--- src/uer_pkg.sv ---
package uer_pkg;

  localparam int ENTRY_W = 16;
  localparam int SCALE_W = 16;
  localparam int FRAC_W  = 16;

  localparam logic [1:0] CFG_TRIGGER_TICKS   = 2'd0;
  localparam logic [1:0] CFG_REARM_GAP_TICKS = 2'd1;
  localparam logic [1:0] CFG_ECHO_WAIT_LIMIT = 2'd2;
  localparam logic [1:0] CFG_DISTANCE_SCALE  = 2'd3;

  typedef struct packed {
    logic               trig;
    logic               rec;
    logic [ENTRY_W-1:0] width;
  } step_t;

endpackage

--- src/uer_ctrl.sv ---
module uer_ctrl #(
  parameter int COUNT_WIDTH = 16
) (
  input  logic          clk,
  input  logic          rst_n,
  input  logic          en,
  input  logic          echo,
  input  logic [7:0]    trigger_ticks,
  input  logic [15:0]   rearm_gap_ticks,
  input  logic [15:0]   echo_wait_limit,
  output uer_pkg::step_t step
);

  localparam logic [1:0] PH_REARM   = 2'd0;
  localparam logic [1:0] PH_TRIGGER = 2'd1;
  localparam logic [1:0] PH_WAIT    = 2'd2;
  localparam logic [1:0] PH_MEASURE = 2'd3;

  localparam int CMP_W = (COUNT_WIDTH > uer_pkg::ENTRY_W) ? COUNT_WIDTH : uer_pkg::ENTRY_W;
  localparam logic [COUNT_WIDTH-1:0] CNT_MAX = {COUNT_WIDTH{1'b1}};
  localparam logic [CMP_W-1:0] CNT_MAX_EXT = CMP_W'(CNT_MAX);
  localparam logic [CMP_W-1:0] ENTRY_MAX_EXT = CMP_W'({uer_pkg::ENTRY_W{1'b1}});

  logic [1:0]             phase_r, phase_nxt;
  logic [COUNT_WIDTH-1:0] tick_r, tick_nxt;
  logic [COUNT_WIDTH-1:0] tick_inc;
  logic [CMP_W-1:0]       cnt_ext, inc_ext;
  logic [CMP_W-1:0]       gap_lim, trig_lim, wait_lim;
  logic [7:0]             trig_eff;
  logic [15:0]            wait_eff;
  logic                   rec;

  function automatic logic [CMP_W-1:0] clip_lim(input logic [15:0] v);
    logic [CMP_W-1:0] ext;
    begin
      ext = CMP_W'(v);
      clip_lim = (ext > CNT_MAX_EXT) ? CNT_MAX_EXT : ext;
    end
  endfunction

  assign tick_inc = (tick_r == CNT_MAX) ? tick_r : tick_r + COUNT_WIDTH'(1);
  assign cnt_ext  = CMP_W'(tick_r);
  assign inc_ext  = CMP_W'(tick_inc);
  assign trig_eff = (trigger_ticks == 8'd0) ? 8'd1 : trigger_ticks;
  assign wait_eff = (echo_wait_limit == 16'd0) ? 16'd1 : echo_wait_limit;
  assign gap_lim  = clip_lim(rearm_gap_ticks);
  assign trig_lim = clip_lim({8'd0, trig_eff});
  assign wait_lim = clip_lim(wait_eff);

  always_comb begin
    phase_nxt = phase_r;
    tick_nxt  = tick_r;
    rec       = 1'b0;
    unique case (phase_r)
      PH_REARM: begin
        if (cnt_ext >= gap_lim) begin
          phase_nxt = PH_TRIGGER;
          tick_nxt  = '0;
        end else begin
          tick_nxt = tick_inc;
        end
      end
      PH_TRIGGER: begin
        tick_nxt = tick_inc;
        if (inc_ext >= trig_lim) begin
          phase_nxt = PH_WAIT;
          tick_nxt  = '0;
        end
      end
      PH_WAIT: begin
        if (echo) begin
          phase_nxt = PH_MEASURE;
          tick_nxt  = '0;
        end else if (inc_ext >= wait_lim) begin
          phase_nxt = PH_REARM;
          tick_nxt  = '0;
        end else begin
          tick_nxt = tick_inc;
        end
      end
      PH_MEASURE: begin
        tick_nxt = tick_inc;
        if (!echo) begin
          rec       = 1'b1;
          phase_nxt = PH_REARM;
          tick_nxt  = '0;
        end
      end
    endcase
  end

  assign step.trig  = (phase_nxt == PH_TRIGGER);
  assign step.rec   = rec;
  assign step.width = (inc_ext > ENTRY_MAX_EXT) ? {uer_pkg::ENTRY_W{1'b1}}
                                                : inc_ext[uer_pkg::ENTRY_W-1:0];

  always_ff @(posedge clk) begin
    if (!rst_n) begin
      phase_r <= PH_REARM;
      tick_r  <= '0;
    end else if (en) begin
      phase_r <= phase_nxt;
      tick_r  <= tick_nxt;
    end
  end

  a_rec_from_measure: assert property (@(posedge clk) disable iff (!rst_n)
    step.rec |-> (phase_r == PH_MEASURE) && (step.width != '0))
    else $error("echo width recorded outside the measure phase or as zero");

endmodule

--- src/uer_hist.sv ---
module uer_hist #(
  parameter int HISTORY_DEPTH = 3,
  parameter int SUM_W         = 18
) (
  input  logic             clk,
  input  logic             rst_n,
  input  logic             en,
  input  uer_pkg::step_t   step,
  output logic [SUM_W-1:0] sum_nxt
);

  logic [uer_pkg::ENTRY_W-1:0] hist_r   [HISTORY_DEPTH];
  logic [uer_pkg::ENTRY_W-1:0] hist_nxt [HISTORY_DEPTH];
  logic [SUM_W-1:0]            sum_r;
  logic                        older_zero;

  always_comb begin
    older_zero = 1'b1;
    for (int i = 0; i < HISTORY_DEPTH - 1; i++) begin
      if (hist_r[i] != '0) begin
        older_zero = 1'b0;
      end
    end
  end

  always_comb begin
    hist_nxt[0] = step.width;
    for (int i = 1; i < HISTORY_DEPTH; i++) begin
      hist_nxt[i] = older_zero ? step.width : hist_r[i-1];
    end
  end

  always_comb begin
    if (!step.rec) begin
      sum_nxt = sum_r;
    end else if (older_zero) begin
      sum_nxt = SUM_W'(SUM_W'(step.width) * SUM_W'(HISTORY_DEPTH));
    end else begin
      sum_nxt = sum_r - SUM_W'(hist_r[HISTORY_DEPTH-1]) + SUM_W'(step.width);
    end
  end

  always_ff @(posedge clk) begin
    if (!rst_n) begin
      sum_r <= '0;
      for (int i = 0; i < HISTORY_DEPTH; i++) begin
        hist_r[i] <= '0;
      end
    end else if (en && step.rec) begin
      sum_r <= sum_nxt;
      for (int i = 0; i < HISTORY_DEPTH; i++) begin
        hist_r[i] <= hist_nxt[i];
      end
    end
  end

endmodule

--- src/uer_dist.sv ---
module uer_dist #(
  parameter int SUM_W = 18
) (
  input  logic                         clk,
  input  logic                         rst_n,
  input  logic                         load,
  input  logic                         unload,
  input  logic                         trig,
  input  logic                         fresh,
  input  logic [SUM_W-1:0]             sum,
  input  logic [uer_pkg::SCALE_W-1:0]  scale,
  output logic                         out_valid,
  output logic                         out_trigger_level,
  output logic                         out_pin_is_output,
  output logic [uer_pkg::ENTRY_W-1:0]  out_distance_mm,
  output logic                         out_new_reading
);

  localparam int PROD_W = SUM_W + uer_pkg::SCALE_W;
  localparam logic [PROD_W:0] ROUND_HALF = (PROD_W + 1)'(1) << (uer_pkg::FRAC_W - 1);

  logic [PROD_W-1:0]                 prod;
  logic [PROD_W:0]                   rnd;
  logic [PROD_W-uer_pkg::FRAC_W:0]   quot;
  logic [uer_pkg::ENTRY_W-1:0]       dist_nxt;
  logic                              valid_r;
  logic                              trig_r;
  logic                              fresh_r;
  logic [uer_pkg::ENTRY_W-1:0]       dist_r;

  assign prod = PROD_W'(sum) * PROD_W'(scale);
  assign rnd  = {1'b0, prod} + ROUND_HALF;
  assign quot = rnd[PROD_W:uer_pkg::FRAC_W];
  assign dist_nxt = (|quot[PROD_W-uer_pkg::FRAC_W:uer_pkg::ENTRY_W])
                  ? {uer_pkg::ENTRY_W{1'b1}} : quot[uer_pkg::ENTRY_W-1:0];

  always_ff @(posedge clk) begin
    if (!rst_n) begin
      valid_r <= 1'b0;
    end else if (load) begin
      valid_r <= 1'b1;
    end else if (unload) begin
      valid_r <= 1'b0;
    end
  end

  always_ff @(posedge clk) begin
    if (load) begin
      trig_r  <= trig;
      fresh_r <= fresh;
      dist_r  <= dist_nxt;
    end
  end

  assign out_valid         = valid_r;
  assign out_trigger_level = trig_r;
  assign out_pin_is_output = trig_r;
  assign out_distance_mm   = dist_r;
  assign out_new_reading   = fresh_r;

endmodule

--- src/ultrasonic_echo_ranger_top.sv ---
// Ultrasonic echo ranger: each input request is one sampled tick of the sensor pin, and each
// one yields exactly one result that carries the pin drive for that tick, the averaged distance
// in millimetres and a flag on the tick an echo measurement completes. The block accepts one
// request per clock cycle while in_ready is high; a result is presented at the output once
// it has passed the state update stage and the scale multiplier stage. in_ready falls only while
// both the middle stage and the output register hold results that the consumer has not taken.
// Configuration writes are always accepted and should be made only while no request is in flight.
module ultrasonic_echo_ranger_top #(
  parameter int COUNT_WIDTH   = 16,
  parameter int HISTORY_DEPTH = 3
) (
  input  logic        clk,
  input  logic        rst_n,
  input  logic        in_valid,
  output logic        in_ready,
  input  logic        in_echo_level,
  output logic        out_valid,
  input  logic        out_ready,
  output logic        out_trigger_level,
  output logic        out_pin_is_output,
  output logic [15:0] out_distance_mm,
  output logic        out_new_reading,
  input  logic        cfg_valid,
  output logic        cfg_ready,
  input  logic [1:0]  cfg_index,
  input  logic [15:0] cfg_data
);

  localparam int SUM_W = uer_pkg::ENTRY_W + $clog2(HISTORY_DEPTH);

  logic [7:0]       trigger_ticks_r;
  logic [15:0]      rearm_gap_ticks_r;
  logic [15:0]      echo_wait_limit_r;
  logic [15:0]      distance_scale_r;

  uer_pkg::step_t   step;
  logic [SUM_W-1:0] sum_nxt;
  logic             accept;
  logic             out_free;
  logic             s1_move;
  logic             s1_valid_r;
  logic             s1_trig_r;
  logic             s1_fresh_r;
  logic [SUM_W-1:0] s1_sum_r;

  assign cfg_ready = 1'b1;

  always_ff @(posedge clk) begin
    if (!rst_n) begin
      trigger_ticks_r   <= 8'd15;
      rearm_gap_ticks_r <= 16'd200;
      echo_wait_limit_r <= 16'd1;
      distance_scale_r  <= 16'd3779;
    end else if (cfg_valid) begin
      unique case (cfg_index)
        uer_pkg::CFG_TRIGGER_TICKS:   trigger_ticks_r   <= cfg_data[7:0];
        uer_pkg::CFG_REARM_GAP_TICKS: rearm_gap_ticks_r <= cfg_data;
        uer_pkg::CFG_ECHO_WAIT_LIMIT: echo_wait_limit_r <= cfg_data;
        uer_pkg::CFG_DISTANCE_SCALE:  distance_scale_r  <= cfg_data;
      endcase
    end
  end

  assign out_free = !out_valid || out_ready;
  assign s1_move  = s1_valid_r && out_free;
  assign in_ready = !s1_valid_r || out_free;
  assign accept   = in_valid && in_ready;

  uer_ctrl #(
    .COUNT_WIDTH(COUNT_WIDTH)
  ) u_ctrl (
    .clk             (clk),
    .rst_n           (rst_n),
    .en              (accept),
    .echo            (in_echo_level),
    .trigger_ticks   (trigger_ticks_r),
    .rearm_gap_ticks (rearm_gap_ticks_r),
    .echo_wait_limit (echo_wait_limit_r),
    .step            (step)
  );

  uer_hist #(
    .HISTORY_DEPTH(HISTORY_DEPTH),
    .SUM_W        (SUM_W)
  ) u_hist (
    .clk     (clk),
    .rst_n   (rst_n),
    .en      (accept),
    .step    (step),
    .sum_nxt (sum_nxt)
  );

  always_ff @(posedge clk) begin
    if (!rst_n) begin
      s1_valid_r <= 1'b0;
    end else if (accept) begin
      s1_valid_r <= 1'b1;
    end else if (s1_move) begin
      s1_valid_r <= 1'b0;
    end
  end

  always_ff @(posedge clk) begin
    if (accept) begin
      s1_trig_r  <= step.trig;
      s1_fresh_r <= step.rec;
      s1_sum_r   <= sum_nxt;
    end
  end

  uer_dist #(
    .SUM_W(SUM_W)
  ) u_dist (
    .clk               (clk),
    .rst_n             (rst_n),
    .load              (s1_move),
    .unload            (out_ready),
    .trig              (s1_trig_r),
    .fresh             (s1_fresh_r),
    .sum               (s1_sum_r),
    .scale             (distance_scale_r),
    .out_valid         (out_valid),
    .out_trigger_level (out_trigger_level),
    .out_pin_is_output (out_pin_is_output),
    .out_distance_mm   (out_distance_mm),
    .out_new_reading   (out_new_reading)
  );

  a_stage_to_output: assert property (@(posedge clk) disable iff (!rst_n)
    s1_move |=> out_valid)
    else $error("middle stage advanced but no result reached the output register");

  a_accept_fills_stage: assert property (@(posedge clk) disable iff (!rst_n)
    accept |=> s1_valid_r)
    else $error("accepted request did not reach the middle stage");

  a_ready_when_empty: assert property (@(posedge clk) disable iff (!rst_n)
    !out_valid |-> in_ready)
    else $error("input stalled while the output register is empty");

endmodule

--- config.mk ---
export PLATFORM = sky130hd
export DESIGN_NAME = ultrasonic_echo_ranger_top
export DESIGN_NICKNAME = d
export VERILOG_FILES = /design/src/uer_pkg.sv /design/src/uer_ctrl.sv /design/src/uer_hist.sv /design/src/uer_dist.sv /design/src/ultrasonic_echo_ranger_top.sv
export SDC_FILE = /design/constraint.sdc
export NUM_CORES = 1
export LEC_CHECK = 0
export BUFFER_PORTS_ARGS = -buffer_cell sky130_fd_sc_hd__buf_2
export CELL_PAD_IN_SITES_DETAIL_PLACEMENT = 0
export CELL_PAD_IN_SITES_GLOBAL_PLACEMENT = 2
export CORE_MARGIN = 3
export CORE_UTILIZATION = 41
export DETAILED_ROUTE_END_ITERATION = 7
export HOLD_SLACK_MARGIN = 0.12
export PLACE_DENSITY = 0.9
export SLEW_MARGIN = 25
export SYNTH_ARGS = -nofsm -noshare
export SYNTH_HDL_FRONTEND = slang
export SYNTH_SLANG_ARGS = --single-unit
--- constraint.sdc ---
create_clock -name clk -period 7.8 [get_ports clk]
set_input_delay 0.78 -clock clk [delete_from_list [all_inputs] [get_ports clk]]
set_output_delay 0.78 -clock clk [all_outputs]
set_load 0.005 [all_outputs]
### After elaboration in Yosys (flattened, before gate mapping)

Memories as Yosys holds them, arrays and structs flattened.
Cells that the tools add are included.

| storage, ports and cells | value |
|---|---|
| bits in registers | 132 |
| bits in writable memories | 48 |
| word-level logic and storage cells | 96 |
| memories kept | 1 |

Memories:

| name | words | width | read ports | clocked after Yosys merged registers in | wr ports | RTL line | text |
|---|---|---|---|---|---|---|---|
| u_hist.hist_r | 3 | 16 | 3 | 0 | 3 | uer_hist.sv:12 | `logic [uer_pkg::ENTRY_W-1:0] hist_r [HISTORY_DEPTH];` |

| operators by class | value |
|---|---|
| add/sub/neg operators | 4 |
| $mul | 2 |
| order comparisons | 6 |
| eq/ne operators | 8 |
| mux-type cells | 37 |
| bitwise logic cells | 3 |
| reduce and logical (&&, ||, !) cells | 20 |

Operator list:

| cell | number |
|---|---|
| two-way mux 16 bit | 15 |
| one-hot mux 16 bit (4 select lines) | 1 |
| > comparator 16 bit, second input constant | 3 |
| two-way mux 18 bit | 2 |
| adder 34 x 16 -> 35 bit, second input constant | 1 |
| multiplier 18 x 16 -> 34 bit | 1 |
| >= comparator 16 bit | 2 |
| nonzero test 16 bit | 2 |
| adder 18 x 16 -> 18 bit | 1 |
| multiplier 16 x 2 -> 18 bit, second input constant | 1 |
| subtractor 18 x 16 -> 18 bit | 1 |
| adder 16 x 1 -> 16 bit, second input constant | 1 |
| equality test 16 bit, second input constant | 1 |
| >= comparator 16 x 8 -> 1 bit | 1 |
| logical NOT 16 bit | 1 |
| two-way mux 1 bit | 12 |
| two-way mux 2 bit | 5 |
| equality test 2 bit, second input constant | 4 |
| logical NOT 8 bit | 1 |
| two-way mux 8 bit | 1 |
| one-hot mux 2 bit (4 select lines) | 1 |
| AND reduction 2 bit | 4 |
| equality test 2 x 1 -> 1 bit, second input constant | 3 |
| logical NOT 2 bit | 2 |
| 6 further kinds | 13 |

### Depth between registers and ports, before layout

| depth | value |
|---|---|
| depth in word-level cells | 9 |
| gate-level depth with buffers | 26 |

### Cells and area by module

A second synthesis with hierarchy kept.

| unflattened totals | value |
|---|---|
| cells, all modules | 2,298 |
| area total of the unflattened synthesis | 20,601.0 um2 |

By module, submodules not included:

| module | instances | cells each | area each (um2) |
|---|---|---|---|
| uer_dist | 1 | 1,174 | 10,483.8 |
| uer_hist | 1 | 565 | 4,948.5 |
| ultrasonic_echo_ranger_top | 1 | 247 | 2,844.0 |
| uer_ctrl | 1 | 312 | 2,324.7 |

### Worst setup path before layout

Ideal clock, no wire load.

| path | value |
|---|---|
| path type | flip-flop to flip-flop |
| start | register distance_scale_r[2] |
| end | register u_dist.dist_r, in the netlist u_dist.out_distance_mm[6], data pin |
| library setup time | 263 ps |
| data arrival time | 6,434 ps |
| data required time | 7,537 ps |
| slack | 1,103 ps |
| stages on the path, launching flop included | 24 |
| path buffers | 3 |
| cells stage by stage | dfxtp_1 -> clkbuf_1 -> clkbuf_1 -> nand2_1 -> fa_1 -> fa_1 -> inv_1 -> fa_1 -> fa_1 -> fa_1 -> inv_1 -> fa_1 -> inv_1 -> ha_1 -> nand4_1 -> a2111oi_2 -> o21ai_1 -> a41o_2 -> or4_4 -> a31oi_4 -> o2111ai_1 -> o41a_2 -> buf_6 -> o21bai_1 |

| between the ends | value |
|---|---|
| word-level cells in the longest chain between the ends | 3 |

Ends and longest elaborated chain:

| element | RTL line | text |
|---|---|---|
| start, declared | ultrasonic_echo_ranger_top.sv:34 | `logic [15:0] distance_scale_r;` |
| start signal, assigned | ultrasonic_echo_ranger_top.sv:59 | `uer_pkg::CFG_DISTANCE_SCALE: distance_scale_r <= cfg_data;` |
| multiplier 18 x 16 -> 34 bit * | uer_dist.sv:31 | `assign prod = PROD_W'(sum) * PROD_W'(scale);` |
| adder 34 x 16 -> 35 bit * | uer_dist.sv:32 | `assign rnd = {1'b0, prod} + ROUND_HALF;` |
| OR reduction 3 bit | uer_dist.sv:34 | `assign dist_nxt = (\|quot[PROD_W-uer_pkg::FRAC_W:uer_pkg::ENTRY_W])` |
| end signal, assigned | uer_dist.sv:51 | `dist_r <= dist_nxt;` |
| end, declared | uer_dist.sv:29 | `logic [uer_pkg::ENTRY_W-1:0] dist_r;` |

Every way passes the cells marked *; elsewhere a longest branch is shown, timed or not.
A chain may end at the register's enable or synchronous reset.

### Final worst setup path

| path | value |
|---|---|
| start | register distance_scale_r[1] |
| end | register u_dist.dist_r, in the netlist u_dist.out_distance_mm[6], data pin |

Same word-level chain as after synthesis.

==> out/metrics.cfg <==
[route]
route.detailed.drc = 0
drtIter0Drc = 762
vias = 14644
highest_layer = met4
wire_per_inst_um = 17.60
wl_met2_um = 24030
wl_met1_um = 22860
wl_um = 49480
dr.pass1.iters = 5
antenna_left = 0
wl_met3_um = 1718
via_per_inst = 5.210

[logic_synthesis]
syn_area_um2 = 19620
netlist_instances = 2188
ys_types = 76
synthesis.nets = 2654
ys.flop_type = dfxtp_1
synth_area_leaders = fa_1 (24%), edfxtp_1 (13%), ha_1 (13%)
avgSynthCellArea_um2 = 8.967
synth_edf_count = 86
ys_seq_area_share_pct = 22.76
synth-seq-cells = 180
synth_async_sr_flop_share_pct = 0
yosys.area.top_type = fa_1
ys_warn_count = 0
synth.top_cell.area_share_pct = 24.39

[floorplan]
rows = 79
dieArea_um2 = 50510
start_util_pct = 41.79
dieHeight_um = 224.8
fp.coreArea_um2 = 46950
io_pins = 46
die_x_um = 224.8

[global_routing]
grt_pass1_vias = 15001
grt_use_total_pct = 20.18
grt_pass1_wl_um = 80540
grt_overflow_total = 0
antenna_found_initial = 0
grt_max_degree = 53

[critical_path]
critPathMaxFanout = 19
cp_common_cell = fa_1
cp.required_ns = 8.00
rr_startpoint = distance_scale_r[1]
cp_slowest_cell = dfxtp_1
cp-end-kind = flip-flop
reg2reg_depth = 20
slowest_delay_ns = 0.76
path_cells = nand2_1, fa_1, fa_1, inv_1, fa_1, fa_1, fa_1, inv_1, fa_1, inv_1, ha_1, nand4_1, a2111oi_2, o21ai_1, a41o_2, or4_4, a31oi_4, o2111ai_1, o41a_2, o21bai_1
cp.arrival_ns = 7.31
ff2ff_setup_slack_ns = 0.70
r2r_end = u_dist.out_distance_mm[6]
critical_path_class = reg2reg
startpoint_type = flip-flop

[sta]
min_period_over_period_pct = 91.06
worst_pin_slew_ns = 0.8628
setup_tns_ns = 0
fin_ws_ns = 0.6975
fmax_mhz = 140.8
finalSetupViolations = 0
fin_skew_ns = 0.01600
hold_viol_final = 0
fin_crit_ns = 7.103
final_max_slew_viol_count = 0
max_slew_margin_pct = 40.83
grt_setup_unrepaired = no

[power_and_ir_drop]
power_mw = 4.217
p_per_area_nw_per_um2 = 200.2
power.leakage_nw = 9.906
ir_drop_mv = 0.1916

[clock_network]
ctsHtreeMaxLevel = 4
cts_tree = built
clkTransAtPathRegs_ns = 0.08
cts_setup_buffers = 0
cts_resized = 0
clock_latency_ns = 0.47
clk_path_buf_depth = 2
cts.sinks = 180
root_buffer = clkbuf_16
postCtsHoldBufs = 0
numCtsBuffers = 17

[run_status]
outcome = completed

[hold_path]
hold_depth = 0
hold_path_class = reg2reg
hold_start = s1_fresh_r
hold_end = u_dist.out_new_reading

[final_layout]
final_common_cell = inv_1
final_cell_mix = inv_1 (344), nand2_1 (313), fa_1 (239), ha_1 (203), and2_1 (152)
nNetsFinal = 2657
synthToLayoutAreaGrowth_pct = 7.398
drive_gt1_share_pct = 6.397
insertedDiodeCount = 0
fill_cells = 4551

[place]
port_buffers = 44
gp_congestion = 0.8561
hpwl_um = 39630
dpl_worst_slack_ns = 0.6563

[job]
max_cap_viol_count = 0

[worst max-delay path, delay by kind of cell, from the launching register on]
family / cells / cell delay (ns)
DFF: 1 / 0.76
and+or+nand+nor: 3 / 0.82
AOI/OAI and AO/OA: 7 / 1.61
buffers and inverters: 3 / 0.14
adders and majority gates: 7 / 3.47
[Yosys cell counts, drive strengths merged, types with 7 or more instances]
cell / count
o21a: 8
nand3: 25
fa: 239
nor4: 15
o211ai: 11
a21o: 31
nor3: 19
a2bb2oi: 9
xor2: 19
nand4: 19
buf: 12
o21bai: 7
mux2i: 7
inv: 345
xnor2: 29
and2: 152
nor2b: 9
edfxtp: 86
or3: 7
and3: 12
nand2: 314
dfxtp: 94
a211oi: 19
nand2b: 22
a31oi: 12
a21oi: 125
o21ai: 62
clkbuf: 80
nor2: 134
ha: 203
[worst max path at each step]
stage               slack, ns           startpoint                         to  depth (start not counted)
finish                   0.70  distance_scale_r[1]  u_dist.out_distance_mm[6]                         20
global route             0.30  distance_scale_r[1]  u_dist.out_distance_mm[6]                         20
CTS                      0.65  distance_scale_r[1]  u_dist.out_distance_mm[6]                         20
detailed placement       0.66  distance_scale_r[1]  u_dist.out_distance_mm[6]                         20
global placement         0.78  distance_scale_r[1]  u_dist.out_distance_mm[6]                         20
floorplan                1.10  distance_scale_r[2]  u_dist.out_distance_mm[6]                         23
[flip-flops by register name (all words and copies together) (netlist names), 16 cells and up]
signal                  cells
u_hist.sum_r               18
u_ctrl.cnt_ext             16
s1_sum_r                   18
u_dist.out_distance_mm     16
rearm_gap_ticks_r          16
distance_scale_r           16
echo_wait_limit_r          16
u_hist.hist_r              48
[metrics by stage]
step | instances | area (um2) | hold slack, ns | util [%]
final | 2811 | 21070 | 0.4475 | 44.88
after global routing | 2811 | 21070 | 0.4641 | 44.88
after CTS | 2811 | 21060 | 0.4588 | 44.86
after detailed placement | 2779 | 20490 | 0.4359 | 43.64
after global placement | 2779 | 20490 | 0.4456 | 43.64
after floorplan | 2188 | 19620 | 0.4003 | -
[area by class of cell]
cell class | instances | area (um2) | share of cell area [%]
tap | 607 | 759.5 | 3.605
inverter | 346 | 1299 | 6.164
clock buffer | 17 | 425.4 | 2.019
clock inverter | 15 | 147.6 | 0.7007
sequential | 180 | 4464 | 21.19
timing repair buffer | 76 | 460.4 | 2.185
multi-input combinational | 1570 | 13510 | 64.14
[report_power, final]
part | switching [mW] | total [mW] | leakage [nW] | internal [mW]
combinational | 1.29 | 2.18 | 8.00 | 0.892
clock | 0.421 | 0.868 | 0.279 | 0.448
sequential | 0.0504 | 1.16 | 1.63 | 1.11
[per-layer routing]
layer	global-route usage [%]	vias to the layer above
met2	34.53	255
met5	0	-
met1	27.26	7273
li1	-	7071
met4	4.860	0
met3	2.754	45
[cells by family after synthesis]
group                    count (synthesis)  share of synthesized area [%]
AND/OR/NAND/NOR                        745                          18.26
adder cells (fa/ha/maj)                442                          37.33
buffers and inverters                  438                          8.476
AO/OA/AOI/OAI                          327                          10.60
flip-flops                             180                          22.76
XOR/XNOR                                48                          2.181
multiplexers                             7                         0.3763
other                                    1                        0.01911
Power figures use the tool's default switching activity.
